==> config.mk <==
export PLATFORM = sky130hd
export DESIGN_NAME = lru_buffer_frame_replacer_unit_flat
export DESIGN_NICKNAME = d
export VERILOG_FILES = /design/src/hdl/lbfr_pkg.sv /design/src/hdl/lbfr_if.sv /design/src/hdl/lbfr_ram.sv /design/src/hdl/lbfr_ctrl.sv /design/src/hdl/lbfr_dpath.sv /design/src/hdl/lru_buffer_frame_replacer_unit.sv /design/src/flat_wrapper.sv
export SDC_FILE = /design/constraint.sdc
export NUM_CORES = 2
export LEC_CHECK = 0
export BUFFER_PORTS_ARGS = -buffer_cell sky130_fd_sc_hd__buf_2
export CAP_MARGIN = 10
export CORE_ASPECT_RATIO = 1.25
export CORE_UTILIZATION = 55
export DETAILED_ROUTE_END_ITERATION = 10
export PLACE_DENSITY = 0.72
export SETUP_SLACK_MARGIN = 0.15
export SYNTH_ARGS = -nofsm -noshare
export SYNTH_HDL_FRONTEND = slang
export SYNTH_HIERARCHICAL = 1
export SYNTH_SLANG_ARGS = --single-unit
==> constraint.sdc <==
create_clock -name i_clk -period 15.7 [get_ports i_clk]
set_clock_uncertainty 0.15 [all_clocks]
set_input_delay 3.925 -clock i_clk [delete_from_list [all_inputs] [get_ports i_clk]]
set_output_delay 3.925 -clock i_clk [all_outputs]
set_load 0.02 [all_outputs]
==> src/hdl/lbfr_pkg.sv <==
// shared types and constants for the lru buffer frame replacer
package lbfr_pkg;

    localparam int OP_W     = 2;
    localparam int PAGE_W   = 10;
    localparam int HANDLE_W = 32;
    localparam int CFG_W    = 5;

    localparam int APB_AW = 3;
    localparam int APB_DW = 32;

    // register index carried in the word address bit of paddr
    localparam logic REG_FRAMES_IN_USE = 1'b0;
    localparam logic [CFG_W-1:0] FRAMES_IN_USE_RESET = 5'd16;

    typedef enum logic [OP_W-1:0] {
        OP_GET  = 2'd0,
        OP_PUT  = 2'd1,
        OP_MARK = 2'd2,
        OP_NONE = 2'd3
    } t_op;

    typedef enum logic [2:0] {
        ACT_NONE,
        ACT_TOUCH,
        ACT_MARK,
        ACT_FILL,
        ACT_EVICT
    } t_act;

    typedef struct packed {
        logic load;
        logic look;
        logic srch;
        logic vread;
        logic commit;
        t_act act;
    } t_cmd;

    typedef struct packed {
        t_op  op;
        logic hit;
        logic refused;
        logic full;
        logic srch_last;
        logic out_free;
    } t_sts;

    typedef struct packed {
        logic                hit;
        logic [HANDLE_W-1:0] found_handle;
        logic                accepted;
        logic                evicted_valid;
        logic [PAGE_W-1:0]   evicted_page;
        logic [HANDLE_W-1:0] evicted_handle;
    } t_result;

endpackage

==> src/hdl/lbfr_if.sv <==
// request and response channel interfaces
interface lbfr_req_if;
    import lbfr_pkg::*;
    logic                valid;
    logic                ready;
    logic [OP_W-1:0]     op;
    logic [PAGE_W-1:0]   page_number;
    logic [HANDLE_W-1:0] page_handle;
    logic                pinned;
    logic                dirty;

    modport source (output valid, op, page_number, page_handle, pinned, dirty, input ready);
    modport sink   (input valid, op, page_number, page_handle, pinned, dirty, output ready);
endinterface

interface lbfr_rsp_if;
    import lbfr_pkg::*;
    logic                valid;
    logic                ready;
    logic                hit;
    logic [HANDLE_W-1:0] found_handle;
    logic                accepted;
    logic                evicted_valid;
    logic [PAGE_W-1:0]   evicted_page;
    logic [HANDLE_W-1:0] evicted_handle;

    modport source (output valid, hit, found_handle, accepted, evicted_valid, evicted_page,
                    evicted_handle, input ready);
    modport sink   (input valid, hit, found_handle, accepted, evicted_valid, evicted_page,
                    evicted_handle, output ready);
endinterface

==> src/hdl/lbfr_ram.sv <==
// generic single write port ram with registered read
module lbfr_ram #(
    parameter int WIDTH = 42,
    parameter int DEPTH = 16
) (
    input  logic                     i_clk,
    input  logic                     i_we,
    input  logic [$clog2(DEPTH)-1:0] i_waddr,
    input  logic [WIDTH-1:0]         i_wdata,
    input  logic                     i_re,
    input  logic [$clog2(DEPTH)-1:0] i_raddr,
    output logic [WIDTH-1:0]         o_rdata
);
    logic [WIDTH-1:0] r_mem [DEPTH];
    logic [WIDTH-1:0] r_rdata;

    always_ff @(posedge i_clk) begin
        if (i_we) begin
            r_mem[i_waddr] <= i_wdata;
        end
        if (i_re) begin
            r_rdata <= r_mem[i_raddr];
        end
    end

    assign o_rdata = r_rdata;
endmodule

==> src/hdl/lbfr_ctrl.sv <==
// sequencing state machine: lookup, victim search, victim read, commit
module lbfr_ctrl (
    input  logic          i_clk,
    input  logic          i_rst_n,
    input  logic          i_in_valid,
    output logic          o_in_ready,
    input  lbfr_pkg::t_sts i_sts,
    output lbfr_pkg::t_cmd o_cmd
);
    import lbfr_pkg::*;

    typedef enum logic [2:0] {
        S_IDLE,
        S_LOOK,
        S_SRCH,
        S_VREAD,
        S_COMMIT
    } t_state;

    t_state r_state, n_state;
    t_act   r_act, n_act;
    logic   ready;

    assign ready = (r_state == S_IDLE) || ((r_state == S_COMMIT) && i_sts.out_free);

    always_comb begin
        n_state = r_state;
        n_act   = r_act;
        case (r_state)
            S_IDLE: begin
                if (i_in_valid) begin
                    n_state = S_LOOK;
                end
            end
            S_LOOK: begin
                n_state = S_COMMIT;
                n_act   = ACT_NONE;
                case (i_sts.op)
                    OP_GET: begin
                        if (i_sts.hit) begin
                            n_act = ACT_TOUCH;
                        end
                    end
                    OP_MARK: begin
                        if (i_sts.hit) begin
                            n_act = ACT_MARK;
                        end
                    end
                    OP_PUT: begin
                        if (!i_sts.refused && !i_sts.hit) begin
                            if (i_sts.full) begin
                                n_act   = ACT_EVICT;
                                n_state = S_SRCH;
                            end else begin
                                n_act = ACT_FILL;
                            end
                        end
                    end
                    default: n_act = ACT_NONE;
                endcase
            end
            S_SRCH: begin
                if (i_sts.srch_last) begin
                    n_state = S_VREAD;
                end
            end
            S_VREAD: n_state = S_COMMIT;
            S_COMMIT: begin
                if (i_sts.out_free) begin
                    n_state = i_in_valid ? S_LOOK : S_IDLE;
                end
            end
            default: n_state = S_IDLE;
        endcase
    end

    always_ff @(posedge i_clk) begin
        if (!i_rst_n) begin
            r_state <= S_IDLE;
            r_act   <= ACT_NONE;
        end else begin
            r_state <= n_state;
            r_act   <= n_act;
        end
    end

    always_comb begin
        o_cmd.load   = i_in_valid && ready;
        o_cmd.look   = (r_state == S_LOOK);
        o_cmd.srch   = (r_state == S_SRCH);
        o_cmd.vread  = (r_state == S_VREAD);
        o_cmd.commit = (r_state == S_COMMIT) && i_sts.out_free;
        o_cmd.act    = r_act;
    end

    assign o_in_ready = ready;
endmodule

==> src/hdl/lbfr_dpath.sv <==
// frame table, page match, age search, handle ram and result register
module lbfr_dpath #(
    parameter int FRAMES = 16,
    parameter int PAGES  = 1024
) (
    input  logic                            i_clk,
    input  logic                            i_rst_n,
    input  lbfr_pkg::t_cmd                  i_cmd,
    output lbfr_pkg::t_sts                  o_sts,
    input  logic [lbfr_pkg::OP_W-1:0]       i_op,
    input  logic [lbfr_pkg::PAGE_W-1:0]     i_page_number,
    input  logic [lbfr_pkg::HANDLE_W-1:0]   i_page_handle,
    input  logic                            i_pinned,
    input  logic                            i_dirty,
    input  logic [lbfr_pkg::CFG_W-1:0]      i_frames_in_use,
    input  logic                            i_out_ready,
    output logic                            o_out_valid,
    output lbfr_pkg::t_result               o_res
);
    import lbfr_pkg::*;

    localparam int IDX_W  = $clog2(FRAMES);
    localparam int AGE_W  = $clog2(FRAMES);
    localparam int CNT_W  = $clog2(FRAMES + 1);
    localparam int LIM_W  = (CNT_W > CFG_W) ? CNT_W : CFG_W;
    localparam int NSTEP  = (AGE_W + 1) / 2;
    localparam int SW     = 2 * NSTEP;
    localparam int STEP_W = (NSTEP > 1) ? $clog2(NSTEP) : 1;
    localparam int PCW    = ($clog2(PAGES + 1) > PAGE_W) ? $clog2(PAGES + 1) : PAGE_W;
    localparam int RAM_W  = PAGE_W + HANDLE_W;

    function automatic logic [IDX_W-1:0] f_enc(input logic [FRAMES-1:0] v);
        logic [IDX_W-1:0] r;
        r = '0;
        for (int i = 0; i < FRAMES; i++) begin
            if (v[i]) begin
                r = r | IDX_W'(i);
            end
        end
        return r;
    endfunction

    // captured request
    t_op                 r_op;
    logic [PAGE_W-1:0]   r_pg;
    logic [HANDLE_W-1:0] r_hd;
    logic                r_ipin;
    logic                r_idirty;

    // frame table
    logic [FRAMES-1:0] r_valid, n_valid;
    logic [FRAMES-1:0] r_pin, n_pin;
    logic [FRAMES-1:0] r_dirty, n_dirty;
    logic [AGE_W-1:0]  r_age [FRAMES];
    logic [AGE_W-1:0]  n_age [FRAMES];
    logic [PAGE_W-1:0] r_page [FRAMES];
    logic [CNT_W-1:0]  r_res_cnt, n_res_cnt;
    logic [CNT_W-1:0]  r_pin_cnt, n_pin_cnt;

    // lookup and search
    logic [FRAMES-1:0] match;
    logic [FRAMES-1:0] r_match;
    logic              r_hit, r_refused;
    logic [FRAMES-1:0] r_cand, cand_hi, cand_mid, cand_lo, cand_nx;
    logic [STEP_W-1:0] r_step;
    logic              pg_ok, hit_c, refused_c, full_c;
    logic [LIM_W-1:0]  fiu_x, lim;

    // commit
    logic [FRAMES-1:0] sel, free_v, free_oh, wsel;
    logic [AGE_W-1:0]  sel_age;
    logic              have_victim, old_pin, out_free;
    logic              ram_we, ram_re;
    logic [IDX_W-1:0]  ram_waddr, ram_raddr;
    logic [RAM_W-1:0]  ram_rdata;
    t_result           res_c;
    t_result           r_res;
    logic              r_out_valid;

    // usable limit: zero acts as one, anything above the pool acts as the pool
    always_comb begin
        fiu_x = LIM_W'(i_frames_in_use);
        if (fiu_x == '0) begin
            lim = LIM_W'(1);
        end else if (fiu_x > LIM_W'(FRAMES)) begin
            lim = LIM_W'(FRAMES);
        end else begin
            lim = fiu_x;
        end
    end

    always_comb begin
        for (int i = 0; i < FRAMES; i++) begin
            match[i] = r_valid[i] && (r_page[i] == r_pg);
        end
        pg_ok     = PCW'(r_pg) < PCW'(PAGES);
        hit_c     = (|match) && pg_ok && (r_op != OP_NONE);
        refused_c = (LIM_W'(r_pin_cnt) >= lim) || !pg_ok;
        full_c    = LIM_W'(r_res_cnt) >= lim;
    end

    // two age bits per search step, msb first; ages of valid frames are distinct
    always_comb begin
        for (int i = 0; i < FRAMES; i++) begin
            logic [SW-1:0] ae;
            ae         = SW'(r_age[i]) >> {r_step, 1'b0};
            cand_hi[i] = r_cand[i] && ae[1];
            cand_lo[i] = 1'b0;
        end
        cand_mid = (|cand_hi) ? cand_hi : r_cand;
        for (int i = 0; i < FRAMES; i++) begin
            logic [SW-1:0] ae;
            ae         = SW'(r_age[i]) >> {r_step, 1'b0};
            cand_lo[i] = cand_mid[i] && ae[0];
        end
        cand_nx = (|cand_lo) ? cand_lo : cand_mid;
    end

    always_ff @(posedge i_clk) begin
        if (i_cmd.load) begin
            r_op     <= t_op'(i_op);
            r_pg     <= i_page_number;
            r_hd     <= i_page_handle;
            r_ipin   <= i_pinned;
            r_idirty <= i_dirty;
        end
        if (i_cmd.look) begin
            r_match   <= match;
            r_hit     <= hit_c;
            r_refused <= refused_c;
            r_cand    <= r_valid & ~r_pin;
            r_step    <= STEP_W'(NSTEP - 1);
        end else if (i_cmd.srch) begin
            r_cand <= cand_nx;
            r_step <= r_step - STEP_W'(1);
        end
    end

    assign have_victim = |r_cand;
    assign sel         = (i_cmd.act == ACT_EVICT) ? r_cand : r_match;
    assign free_v      = ~r_valid;
    assign free_oh     = free_v & (~free_v + FRAMES'(1));
    assign old_pin     = |(r_match & r_pin);

    always_comb begin
        sel_age = '0;
        for (int i = 0; i < FRAMES; i++) begin
            if (sel[i]) begin
                sel_age = sel_age | r_age[i];
            end
        end
    end

    always_comb begin
        n_valid   = r_valid;
        n_pin     = r_pin;
        n_dirty   = r_dirty;
        n_res_cnt = r_res_cnt;
        n_pin_cnt = r_pin_cnt;
        wsel      = '0;
        for (int i = 0; i < FRAMES; i++) begin
            n_age[i] = r_age[i];
        end
        if (i_cmd.commit) begin
            case (i_cmd.act)
                ACT_TOUCH, ACT_EVICT: begin
                    if (i_cmd.act == ACT_TOUCH || have_victim) begin
                        // the hit frame, or the victim reused in place, becomes most recent
                        for (int i = 0; i < FRAMES; i++) begin
                            if (sel[i]) begin
                                n_age[i] = '0;
                            end else if (r_valid[i] && (r_age[i] < sel_age)) begin
                                n_age[i] = r_age[i] + AGE_W'(1);
                            end
                        end
                        if (i_cmd.act == ACT_EVICT) begin
                            n_pin   = r_pin & ~sel;
                            n_dirty = r_dirty & ~sel;
                            wsel    = sel;
                        end
                    end
                end
                ACT_FILL: begin
                    for (int i = 0; i < FRAMES; i++) begin
                        if (free_oh[i]) begin
                            n_age[i] = '0;
                        end else if (r_valid[i]) begin
                            n_age[i] = r_age[i] + AGE_W'(1);
                        end
                    end
                    n_valid   = r_valid | free_oh;
                    n_pin     = r_pin & ~free_oh;
                    n_dirty   = r_dirty & ~free_oh;
                    n_res_cnt = r_res_cnt + CNT_W'(1);
                    wsel      = free_oh;
                end
                ACT_MARK: begin
                    n_pin   = r_ipin ? (r_pin | r_match) : (r_pin & ~r_match);
                    n_dirty = r_idirty ? (r_dirty | r_match) : (r_dirty & ~r_match);
                    if (r_ipin && !old_pin) begin
                        n_pin_cnt = r_pin_cnt + CNT_W'(1);
                    end else if (!r_ipin && old_pin) begin
                        n_pin_cnt = r_pin_cnt - CNT_W'(1);
                    end
                end
                default: ;
            endcase
        end
    end

    always_ff @(posedge i_clk) begin
        if (!i_rst_n) begin
            r_valid   <= '0;
            r_pin     <= '0;
            r_dirty   <= '0;
            r_res_cnt <= '0;
            r_pin_cnt <= '0;
            for (int i = 0; i < FRAMES; i++) begin
                r_age[i] <= '0;
            end
        end else begin
            r_valid   <= n_valid;
            r_pin     <= n_pin;
            r_dirty   <= n_dirty;
            r_res_cnt <= n_res_cnt;
            r_pin_cnt <= n_pin_cnt;
            for (int i = 0; i < FRAMES; i++) begin
                r_age[i] <= n_age[i];
            end
        end
    end

    always_ff @(posedge i_clk) begin
        for (int i = 0; i < FRAMES; i++) begin
            if (wsel[i]) begin
                r_page[i] <= r_pg;
            end
        end
    end

    // page and handle of each frame, read for a get hit or for the victim
    assign ram_re    = i_cmd.look || i_cmd.vread;
    assign ram_raddr = i_cmd.look ? f_enc(match) : f_enc(r_cand);
    assign ram_we    = |wsel;
    assign ram_waddr = f_enc(wsel);

    lbfr_ram #(
        .WIDTH (RAM_W),
        .DEPTH (FRAMES)
    ) u_ram (
        .i_clk   (i_clk),
        .i_we    (ram_we),
        .i_waddr (ram_waddr),
        .i_wdata ({r_pg, r_hd}),
        .i_re    (ram_re),
        .i_raddr (ram_raddr),
        .o_rdata (ram_rdata)
    );

    always_comb begin
        res_c.hit           = r_hit;
        res_c.found_handle  = ((r_op == OP_GET) && r_hit) ? ram_rdata[HANDLE_W-1:0] : '0;
        res_c.accepted      = (r_op == OP_PUT) && !r_refused &&
                              !((i_cmd.act == ACT_EVICT) && !have_victim);
        res_c.evicted_valid = (i_cmd.act == ACT_EVICT) && (|(r_cand & r_dirty));
        res_c.evicted_page  = res_c.evicted_valid ? ram_rdata[RAM_W-1:HANDLE_W] : '0;
        res_c.evicted_handle = res_c.evicted_valid ? ram_rdata[HANDLE_W-1:0] : '0;
    end

    assign out_free = !r_out_valid || i_out_ready;

    always_ff @(posedge i_clk) begin
        if (!i_rst_n) begin
            r_out_valid <= 1'b0;
        end else if (i_cmd.commit) begin
            r_out_valid <= 1'b1;
        end else if (i_out_ready) begin
            r_out_valid <= 1'b0;
        end
    end

    always_ff @(posedge i_clk) begin
        if (i_cmd.commit) begin
            r_res <= res_c;
        end
    end

    always_comb begin
        o_sts.op        = r_op;
        o_sts.hit       = hit_c;
        o_sts.refused   = refused_c;
        o_sts.full      = full_c;
        o_sts.srch_last = (r_step == '0);
        o_sts.out_free  = out_free;
    end

    assign o_out_valid = r_out_valid;
    assign o_res       = r_res;
endmodule

==> src/hdl/lru_buffer_frame_replacer_unit.sv <==
// top level of the lru buffer frame replacer: apb register, controller and datapath
//
//  channel   dir  handshake        beat contents
//  i_req     in   valid / ready    op, page_number, page_handle, pinned, dirty
//  o_rsp     out  valid / ready    hit, found_handle, accepted, evicted_valid,
//                                  evicted_page, evicted_handle
//  apb       in   psel / penable   frames_in_use at word 0 (paddr[2] selects the word)
//
// get, mark and put without eviction: lookup then commit per beat, back to back
// put into a full pool: lookup, age search, victim read, commit; the age search resolves two
//   age bits per cycle, then the victim's page and handle are read from the ram
// reset: i_rst_n synchronous active low; frame marks, ages and counts clear at once,
//   no clearing pass, a request beat is taken the first cycle after reset
// stalls: the result sits in an output register; the next beat is taken while it
//   waits, and that beat's commit waits until the output register is free
module lru_buffer_frame_replacer_unit #(
    parameter int FRAMES = 16,
    parameter int PAGES  = 1024
) (
    input  logic                         i_clk,
    input  logic                         i_rst_n,
    lbfr_req_if.sink                     i_req,
    lbfr_rsp_if.source                   o_rsp,
    input  logic                         psel,
    input  logic                         penable,
    input  logic                         pwrite,
    input  logic [lbfr_pkg::APB_AW-1:0]  paddr,
    input  logic [lbfr_pkg::APB_DW-1:0]  pwdata,
    output logic [lbfr_pkg::APB_DW-1:0]  prdata,
    output logic                         pready
);
    import lbfr_pkg::*;

    t_cmd             ctl_cmd;
    t_sts             dp_sts;
    t_result          dp_res;
    logic             dp_out_valid;
    logic             in_ready;
    logic [CFG_W-1:0] r_frames_in_use;
    logic             cfg_wr;

    // configuration register; the user must write it only while the unit is idle, the block does not enforce this
    assign pready = 1'b1;
    assign cfg_wr = psel && penable && pwrite && (paddr[APB_AW-1] == REG_FRAMES_IN_USE);

    always_ff @(posedge i_clk) begin
        if (!i_rst_n) begin
            r_frames_in_use <= FRAMES_IN_USE_RESET;
        end else if (cfg_wr) begin
            r_frames_in_use <= pwdata[CFG_W-1:0];
        end
    end

    // unused word reads as zero
    assign prdata = (paddr[APB_AW-1] == REG_FRAMES_IN_USE) ? APB_DW'(r_frames_in_use) : '0;

    // sequencing: idle -> look -> (search -> victim read) -> commit
    lbfr_ctrl u_ctrl (
        .i_clk      (i_clk),
        .i_rst_n    (i_rst_n),
        .i_in_valid (i_req.valid),
        .o_in_ready (in_ready),
        .i_sts      (dp_sts),
        .o_cmd      (ctl_cmd)
    );

    // frame table, ages, handle ram and the result register
    lbfr_dpath #(
        .FRAMES (FRAMES),
        .PAGES  (PAGES)
    ) u_dpath (
        .i_clk           (i_clk),
        .i_rst_n         (i_rst_n),
        .i_cmd           (ctl_cmd),
        .o_sts           (dp_sts),
        .i_op            (i_req.op),
        .i_page_number   (i_req.page_number),
        .i_page_handle   (i_req.page_handle),
        .i_pinned        (i_req.pinned),
        .i_dirty         (i_req.dirty),
        .i_frames_in_use (r_frames_in_use),
        .i_out_ready     (o_rsp.ready),
        .o_out_valid     (dp_out_valid),
        .o_res           (dp_res)
    );

    assign i_req.ready          = in_ready;
    assign o_rsp.valid          = dp_out_valid;
    assign o_rsp.hit            = dp_res.hit;
    assign o_rsp.found_handle   = dp_res.found_handle;
    assign o_rsp.accepted       = dp_res.accepted;
    assign o_rsp.evicted_valid  = dp_res.evicted_valid;
    assign o_rsp.evicted_page   = dp_res.evicted_page;
    assign o_rsp.evicted_handle = dp_res.evicted_handle;

    // at most one datapath phase at a time
    a_one_phase: assert property (@(posedge i_clk) disable iff (!i_rst_n)
        $onehot0({ctl_cmd.look, ctl_cmd.srch, ctl_cmd.vread, ctl_cmd.commit}))
        else $error("more than one datapath phase active");

    // a commit never overwrites a result that has not been taken
    a_commit_free: assert property (@(posedge i_clk) disable iff (!i_rst_n)
        ctl_cmd.commit |-> dp_sts.out_free)
        else $error("commit while output register busy");

    // every commit shows a result in the next cycle
    a_commit_out: assert property (@(posedge i_clk) disable iff (!i_rst_n)
        ctl_cmd.commit |=> o_rsp.valid)
        else $error("commit did not produce a result beat");

    // the victim search only starts right after a lookup
    a_srch_start: assert property (@(posedge i_clk) disable iff (!i_rst_n)
        $rose(ctl_cmd.srch) |-> $past(ctl_cmd.look))
        else $error("victim search started without a lookup");

endmodule

==> src/flat_wrapper.sv <==
// flat-port wrapper written by rule: the top's interface ports become plain ports
module lru_buffer_frame_replacer_unit_flat import lbfr_pkg::*;
#(
    parameter int FRAMES = 16,
    parameter int PAGES  = 1024
)
  (i_clk, i_rst_n, psel, penable, pwrite, paddr, pwdata, prdata, pready, i_req_valid, i_req_op, i_req_page_number, i_req_page_handle, i_req_pinned, i_req_dirty, i_req_ready, o_rsp_valid, o_rsp_hit, o_rsp_found_handle, o_rsp_accepted, o_rsp_evicted_valid, o_rsp_evicted_page, o_rsp_evicted_handle, o_rsp_ready);
  lbfr_req_if i_req_i ();
  lbfr_rsp_if o_rsp_i ();
  input  logic i_clk;
  input  logic i_rst_n;
  input  logic psel;
  input  logic penable;
  input  logic pwrite;
  input  logic [lbfr_pkg::APB_AW-1:0] paddr;
  input  logic [lbfr_pkg::APB_DW-1:0] pwdata;
  output logic [lbfr_pkg::APB_DW-1:0] prdata;
  output logic pready;
  input wire logic [$bits(i_req_i.valid)-1:0] i_req_valid;
  input wire logic [$bits(i_req_i.op)-1:0] i_req_op;
  input wire logic [$bits(i_req_i.page_number)-1:0] i_req_page_number;
  input wire logic [$bits(i_req_i.page_handle)-1:0] i_req_page_handle;
  input wire logic [$bits(i_req_i.pinned)-1:0] i_req_pinned;
  input wire logic [$bits(i_req_i.dirty)-1:0] i_req_dirty;
  output wire logic [$bits(i_req_i.ready)-1:0] i_req_ready;
  output wire logic [$bits(o_rsp_i.valid)-1:0] o_rsp_valid;
  output wire logic [$bits(o_rsp_i.hit)-1:0] o_rsp_hit;
  output wire logic [$bits(o_rsp_i.found_handle)-1:0] o_rsp_found_handle;
  output wire logic [$bits(o_rsp_i.accepted)-1:0] o_rsp_accepted;
  output wire logic [$bits(o_rsp_i.evicted_valid)-1:0] o_rsp_evicted_valid;
  output wire logic [$bits(o_rsp_i.evicted_page)-1:0] o_rsp_evicted_page;
  output wire logic [$bits(o_rsp_i.evicted_handle)-1:0] o_rsp_evicted_handle;
  input wire logic [$bits(o_rsp_i.ready)-1:0] o_rsp_ready;
  assign i_req_i.valid = i_req_valid;
  assign i_req_i.op = i_req_op;
  assign i_req_i.page_number = i_req_page_number;
  assign i_req_i.page_handle = i_req_page_handle;
  assign i_req_i.pinned = i_req_pinned;
  assign i_req_i.dirty = i_req_dirty;
  assign i_req_ready = i_req_i.ready;
  assign o_rsp_valid = o_rsp_i.valid;
  assign o_rsp_hit = o_rsp_i.hit;
  assign o_rsp_found_handle = o_rsp_i.found_handle;
  assign o_rsp_accepted = o_rsp_i.accepted;
  assign o_rsp_evicted_valid = o_rsp_i.evicted_valid;
  assign o_rsp_evicted_page = o_rsp_i.evicted_page;
  assign o_rsp_evicted_handle = o_rsp_i.evicted_handle;
  assign o_rsp_i.ready = o_rsp_ready;
  lru_buffer_frame_replacer_unit #(.FRAMES(FRAMES), .PAGES(PAGES)) u_core (.i_clk(i_clk), .i_rst_n(i_rst_n), .i_req(i_req_i), .o_rsp(o_rsp_i), .psel(psel), .penable(penable), .pwrite(pwrite), .paddr(paddr), .pwdata(pwdata), .prdata(prdata), .pready(pready));
endmodule
# Yosys cells after proc, flatten, opt, wreduce, memory -nomap -nowiden

Memory sizes are Yosys's and may differ from the RTL's. A register that Yosys moved wholly into a read port is not among the register bits.
Cells that the tools add are included.

Reductions and logical operators: 109
Eq/ne operators: 32
Shift operators: 16
$lt $le $gt $ge: 19
Muxes and demuxes: 218
Add/subtract/negate cells: 21
Bitwise logic cells: 51

Operators by type and width:

| kind                  | number |
|---|---|
| $mux 4                | 121 |
| $mux 16               | 14 |
| $and 16x16->16        | 10 |
| $eq 10x10->1          | 16 |
| $mux 64               | 2 |
| $pmux 64 s2           | 1 |
| $reduce_or 16->1      | 7 |
| $not 16->16           | 6 |
| $pmux 16 s3           | 2 |
| $logic_and 1x1->1     | 78 |
| $add 4x1->4 const B   | 16 |
| $lt 4x4->1            | 16 |
| $shr 4x2->2           | 16 |
| $mux 3                | 20 |
| $or 4x4->4            | 15 |
| $or 16x16->16         | 3 |
| $mux 1                | 43 |
| $pmux 16 s2           | 1 |
| $mux 5                | 5 |
| $add 16x1->16 const B | 1 |
| $or 1x1->1            | 16 |
| $pmux 3 s5            | 1 |
| $mux 2                | 7 |
| $eq 3x2->1 const B    | 4 |
| other kinds (23)      | 45 |

Memories kept: 3
RAM bits: 896
Input bits: 88
Word-level logic and storage cells: 494
Register bits after elaboration: 228
Output and inout bits: 112

Memories:

| memory                     | depth | bits a word | read ports | clocked after Yosys merged registers in | write ports | RTL line         | text |
|---|---|---|---|---|---|---|---|
| u_core.u_dpath.u_ram.r_mem | 16    | 42          | 1          | 1                                       | 1           | lbfr_ram.sv:14   | `logic [WIDTH-1:0] r_mem [DEPTH];` |
| u_core.u_dpath.r_page      | 16    | 10          | 16         | 0                                       | 16          | lbfr_dpath.sv:56 | `logic [PAGE_W-1:0] r_page [FRAMES];` |
| u_core.u_dpath.r_age       | 16    | 4           | 16         | 0                                       | 16          | lbfr_dpath.sv:54 | `logic [AGE_W-1:0] r_age [FRAMES];` |

# Depth between registers and ports, before layout

Depth in word-level cells: 41
Mapped depth: 20
Depth with buffers taken out: 15

# Modules after synthesis

The synthesis kept the hierarchy.

By module, submodules not included:

| module                         | area each (um2) | sequential area each (um2) | instances | cells an instance |
|---|---|---|---|---|
| lbfr_ram                       | 26479.1         | 21440.6                    | 1         | 1092 |
| lbfr_dpath                     | 22054.9         | 12001.5                    | 1         | 1976 |
| lru_buffer_frame_replacer_unit | 479.2           | 100.1                      | 1         | 58 |
| lbfr_ctrl                      | 330.3           | 120.1                      | 1         | 38 |

# Least setup slack after synthesis

No wires, ideal clock.

Path kind: in2reg
Start point: input o_rsp_ready
End point: memory u_core.u_dpath.u_ram.r_mem[0][0], enable pin
Buffers on the path: 2
Required time: 15057 ps
Setup slack: 3817 ps
Setup time: 493 ps
Stages: 10
Data arrival time: 11240 ps
Path through: nand2b_1 > buf_4 > and3_1 > nand2_1 > clkbuf_1 > a21oi_1 > nor4_1 > nand4_1 > or3b_2 > nor3_1

RTL lines:

| what        | RTL line           | text |
|---|---|---|
| from (decl) | flat_wrapper.sv:33 | `input wire logic [$bits(o_rsp_i.ready)-1:0] o_rsp_ready;` |
| to (decl)   | lbfr_ram.sv:14     |  |

==> key figures <==
STA
  – Slew Viols, Final: 0
  – Fmax: 113.5 MHz
  – Final Hold Fails: 0
  – Fin crit share: 0.5614
  – Worst-Margin Slew: roughly 1.3 ns
  – RSZ-0062 raised after global routing: no
  – Endpoints failing setup: 0
  – Setup_tns: 0 ns
  – Rel. slew slack: 0.1641
  – Min cycle time layout: 8.814 ns

Critical path
  – Crit end category: output pin
  – Crit Path Category: in -> out
  – Crit path required time: 11.63 ns
  – Critical path startpoint category: primary input
  – Crit path arrival time: 4.74 ns
  – Max FO, Critical Path: 4

Placed design
  – Post-DP Area: between 50000 and 60000 um2
  – Detailed Place HPWL: 74710 um
  – Port bufs: ~140
  – Placed cells: between 4000 and 5000
  – RePlAce Congestion: 0.9835

Global route
  – All-Layer GR Usage: 0.2776
  – First-pass GRT wire length: 186700 um
  – Vias in the first global route: 29641
  – GRT Residual Overflow: 0
  – Largest net degree at the start of global routing: 169
  – Antenna violations before repair: 3

Floorplan
  – Die H: 336.9 um
  – DIE AREA: roughly 91000 um2
  – Die Wd: 269.9 um
  – # rows: 122
  – Starting Density: 0.5564
  – Num ports: 200
  – Core Region: ~89000 um2

Yosys
  – EDFF count, synth: 1031
  – Register area share after synthesis: 0.6822
  – Gate Count Post-Synth: roughly 3200
  – Flop and latch count out of synthesis: 1166
  – Netlist cell types: 87
  – Fraction of registers with async set/reset: 0
  – Xor-xnor portion of the synthesized cell area: 0.03017
  – Simple-gate area share of the yosys netlist: 0.08393
  – Combinational family with the most area after synthesis: multiplexers
  – Dominant synthesized flop cell: edfxtp_1
  – Compound-Gate Fraction of Synth Area: 0.06869
  – Warnings from Yosys: 6
  – Synthesized area per cell: 15.60 um2
  – Adder-Cell Fraction of Synth Area: 0.02044
  – Mapped cell area: 49340 um2
  – Mux share of post-synthesis cell area: 0.09225

Pwr
  – Net Sw Frac: 0.2193
  – Combinational Power Share: 0.059
  – P_sw: 1.413 mW
  – Leakage: ~18 nW
  – Pwr per Cell Area: 117.6 nW/um2
  – Overall Power: approximately 6.4 mW
  – Max VDD drop: 0.1375 mV
  – Clk pwr share: 0.402
  – Seq pwr share: 0.539
  – Power Internal: 5.030 mW

Clock tree
  – Num CTS Buffers: 106
  – H-tree levels: 3
  – CTS clk-pin slew, worst paths: 0.06 ns
  – Post-cts resize count: 0
  – Setup Fix Bufs, Post-CTS: 0
  – CTS hold repair buffers: 0
  – Clock root buffer: clkbuf_16
  – Clk_lat worst skew: around 0.7 ns
  – Clk sinks: 1166
  – Clock tree buffer depth: 3
  – CTS tree: done

Detailed routing
  – Routed len/inst: 27.55 um
  – Drt initial violations: 3009
  – Vias after detailed routing: 29139
  – DR pass1 iterations: 6
  – Post-route DRC violation count: 0
  – Vias per Instance: 6.373
  – DRT antenna net count: 0
  – Final wirelength: about 130000 um

Run
  – Max-Cap Viols: 0

Final layout
  – Share of layout cells above drive strength 1: 0.1822
  – Final #Nets: roughly 3500
  – Area of the multi-input gates: 14890 um2
  – Sequential cell area: 33660 um2
  – Fillers: 6327
  – Cell Count, Final, Fillers Out: 4572
  – Fin area: 54770 um2
  – Area delta synth->final: 10.99%

Worst hold path
  – Worst min path class: reg -> reg

Outcome
  – Status: completed
-- cell usage after synthesis, drive strengths merged, types with 9 or more instances --
master | number | area share
and3 | 9 | 0.0011
inv | 21 | 0.0016
ha | 79 | 0.020
a22oi | 139 | 0.021
o31ai | 11 | 0.0017
o21ai | 97 | 0.0098
buf | 82 | 0.012
mux2 | 29 | 0.0068
nor4 | 32 | 0.0041
a22o | 15 | 0.0027
or2 | 12 | 0.0015
dfxtp | 135 | 0.055
a31oi | 12 | 0.0015
nor4b | 11 | 0.0020
mux4 | 168 | 0.077
or3 | 12 | 0.0015
a21boi | 14 | 0.0021
edfxtp | 1031 | 0.63
mux2i | 43 | 0.0087
a221oi | 14 | 0.0025
clkbuf | 111 | 0.0084
a21oi | 93 | 0.0094
xor2 | 14 | 0.0025
nand4 | 47 | 0.0061
nand3b | 27 | 0.0041
nor2 | 149 | 0.011
nand2 | 206 | 0.016
nand3 | 60 | 0.0061
nand2b | 29 | 0.0037
nor3 | 52 | 0.0058
o21a | 24 | 0.0037
nor2b | 29 | 0.0037
xnor2 | 156 | 0.028
and2 | 86 | 0.011
-- power groups by stage --
| stage | Sequential (mW) | Clock (mW) | Combinational (mW) |
|---|---|---|---|
| floorplan | 3.53 | 0 | 0.269 |
| global placement | 3.53 | 0 | 0.372 |
| detailed placement | 3.54 | 0 | 0.382 |
| CTS | 3.47 | 2.63 | 0.385 |
| global route | 3.48 | 2.74 | 0.410 |
| finish | 3.47 | 2.59 | 0.382 |
-- metrics by stage --
stage	hold WS, ns	util	setup WS (ns)
floorplan	0.2676	-	3.817
CTS	0.3129	0.6173	6.882
global placement	0.2787	0.5783	6.839
global route	0.3251	0.6175	6.817
finish	0.3177	0.6175	6.886
detailed placement	0.2981	0.5783	6.679
-- sequential cells by signal, indices dropped and copies added, names as in the netlist, 16 cells and up, named ones only --
name	cells
u_core/u_dpath/r_hd	32
u_core/u_dpath/r_age	64
u_core/u_dpath/r_match	16
u_core/u_dpath/r_cand	16
u_core/u_dpath/u_ram/o_rdata	42
u_core/u_dpath/u_ram/r_mem	672
u_core/u_dpath/r_valid	16
u_core/u_dpath/o_res	77
u_core/u_dpath/r_page	160
-- cell usage in the layout (no fill, tap or decap), types with 28 or more instances in the layout --
master        n
buf_2       142
o21ai_0      94
and2_1       84
nand3_1      60
a22oi_1     138
edfxtp_1   1031
nor4_1       31
clkbuf_16   107
nor2_1      132
ha_1         79
a21oi_1      92
buf_4        60
xnor2_1     156
conb_1       28
dfxtp_1     135
nand4_1      46
mux4_2      168
nor3_1       45
nand2_1     206
nand2b_1     29
mux2i_1      43
-- routing by layer --
metal	GRT usage	vias to the layer above	share of wire
met1	0.3348	14800	0.37
met4	0.1387	2	0.050
met3	0.04209	345	0.068
li1	-	12603	-
met5	0	-	0.00010
met2	0.4872	1389	0.51
-- worst paths after layout --
path	cells past startpoint	startpoint	endpoint	slack [ns]
hold / removal	0	u_core/u_dpath/r_hit$_DFFE_PP_	u_core/u_dpath/o_res[76]$_DFFE_PP_	0.32
hold reg to reg	0	u_core/u_dpath/r_hit$_DFFE_PP_	u_core/u_dpath/o_res[76]$_DFFE_PP_	0.32
setup reg to reg	12	u_core/u_dpath/r_valid[0]$_SDFFE_PN0P_	u_core/u_dpath/u_ram/r_mem[0][18]$_DFFE_PP_	9.47
setup / recovery	5	o_rsp_ready	i_req_ready	6.89
-- worst max-delay path, cell delays in order --
cell and delay [ns]:
buf_2 0.08, nand2b_1 0.18, nor2b_1 0.08, nor3_1 0.24, buf_2 0.23
-- area by class of cell --
cell class                 count  area share
tap                         1178     0.02691
inverter                      21    0.001439
multi-input combinational   1810      0.2719
antenna                        2  0.00009138
timing repair buffer         204     0.02193
sequential                  1166      0.6146
clock buffer                 135     0.05099
clock inverter                56     0.01215
-- cells by family (layout without fill, tap and decap cells) --
kind of cell / Yosys count / after routing
compound gates: 495 / 495
mux: 240 / 240
buf+inv: 214 / 416
flops: 1166 / 1166
other cells: 2 / 30
fa+ha+maj: 80 / 80
simple gates: 797 / 797
xor+xnor: 170 / 170
Note: power is estimated with default switching activity, not from simulation.
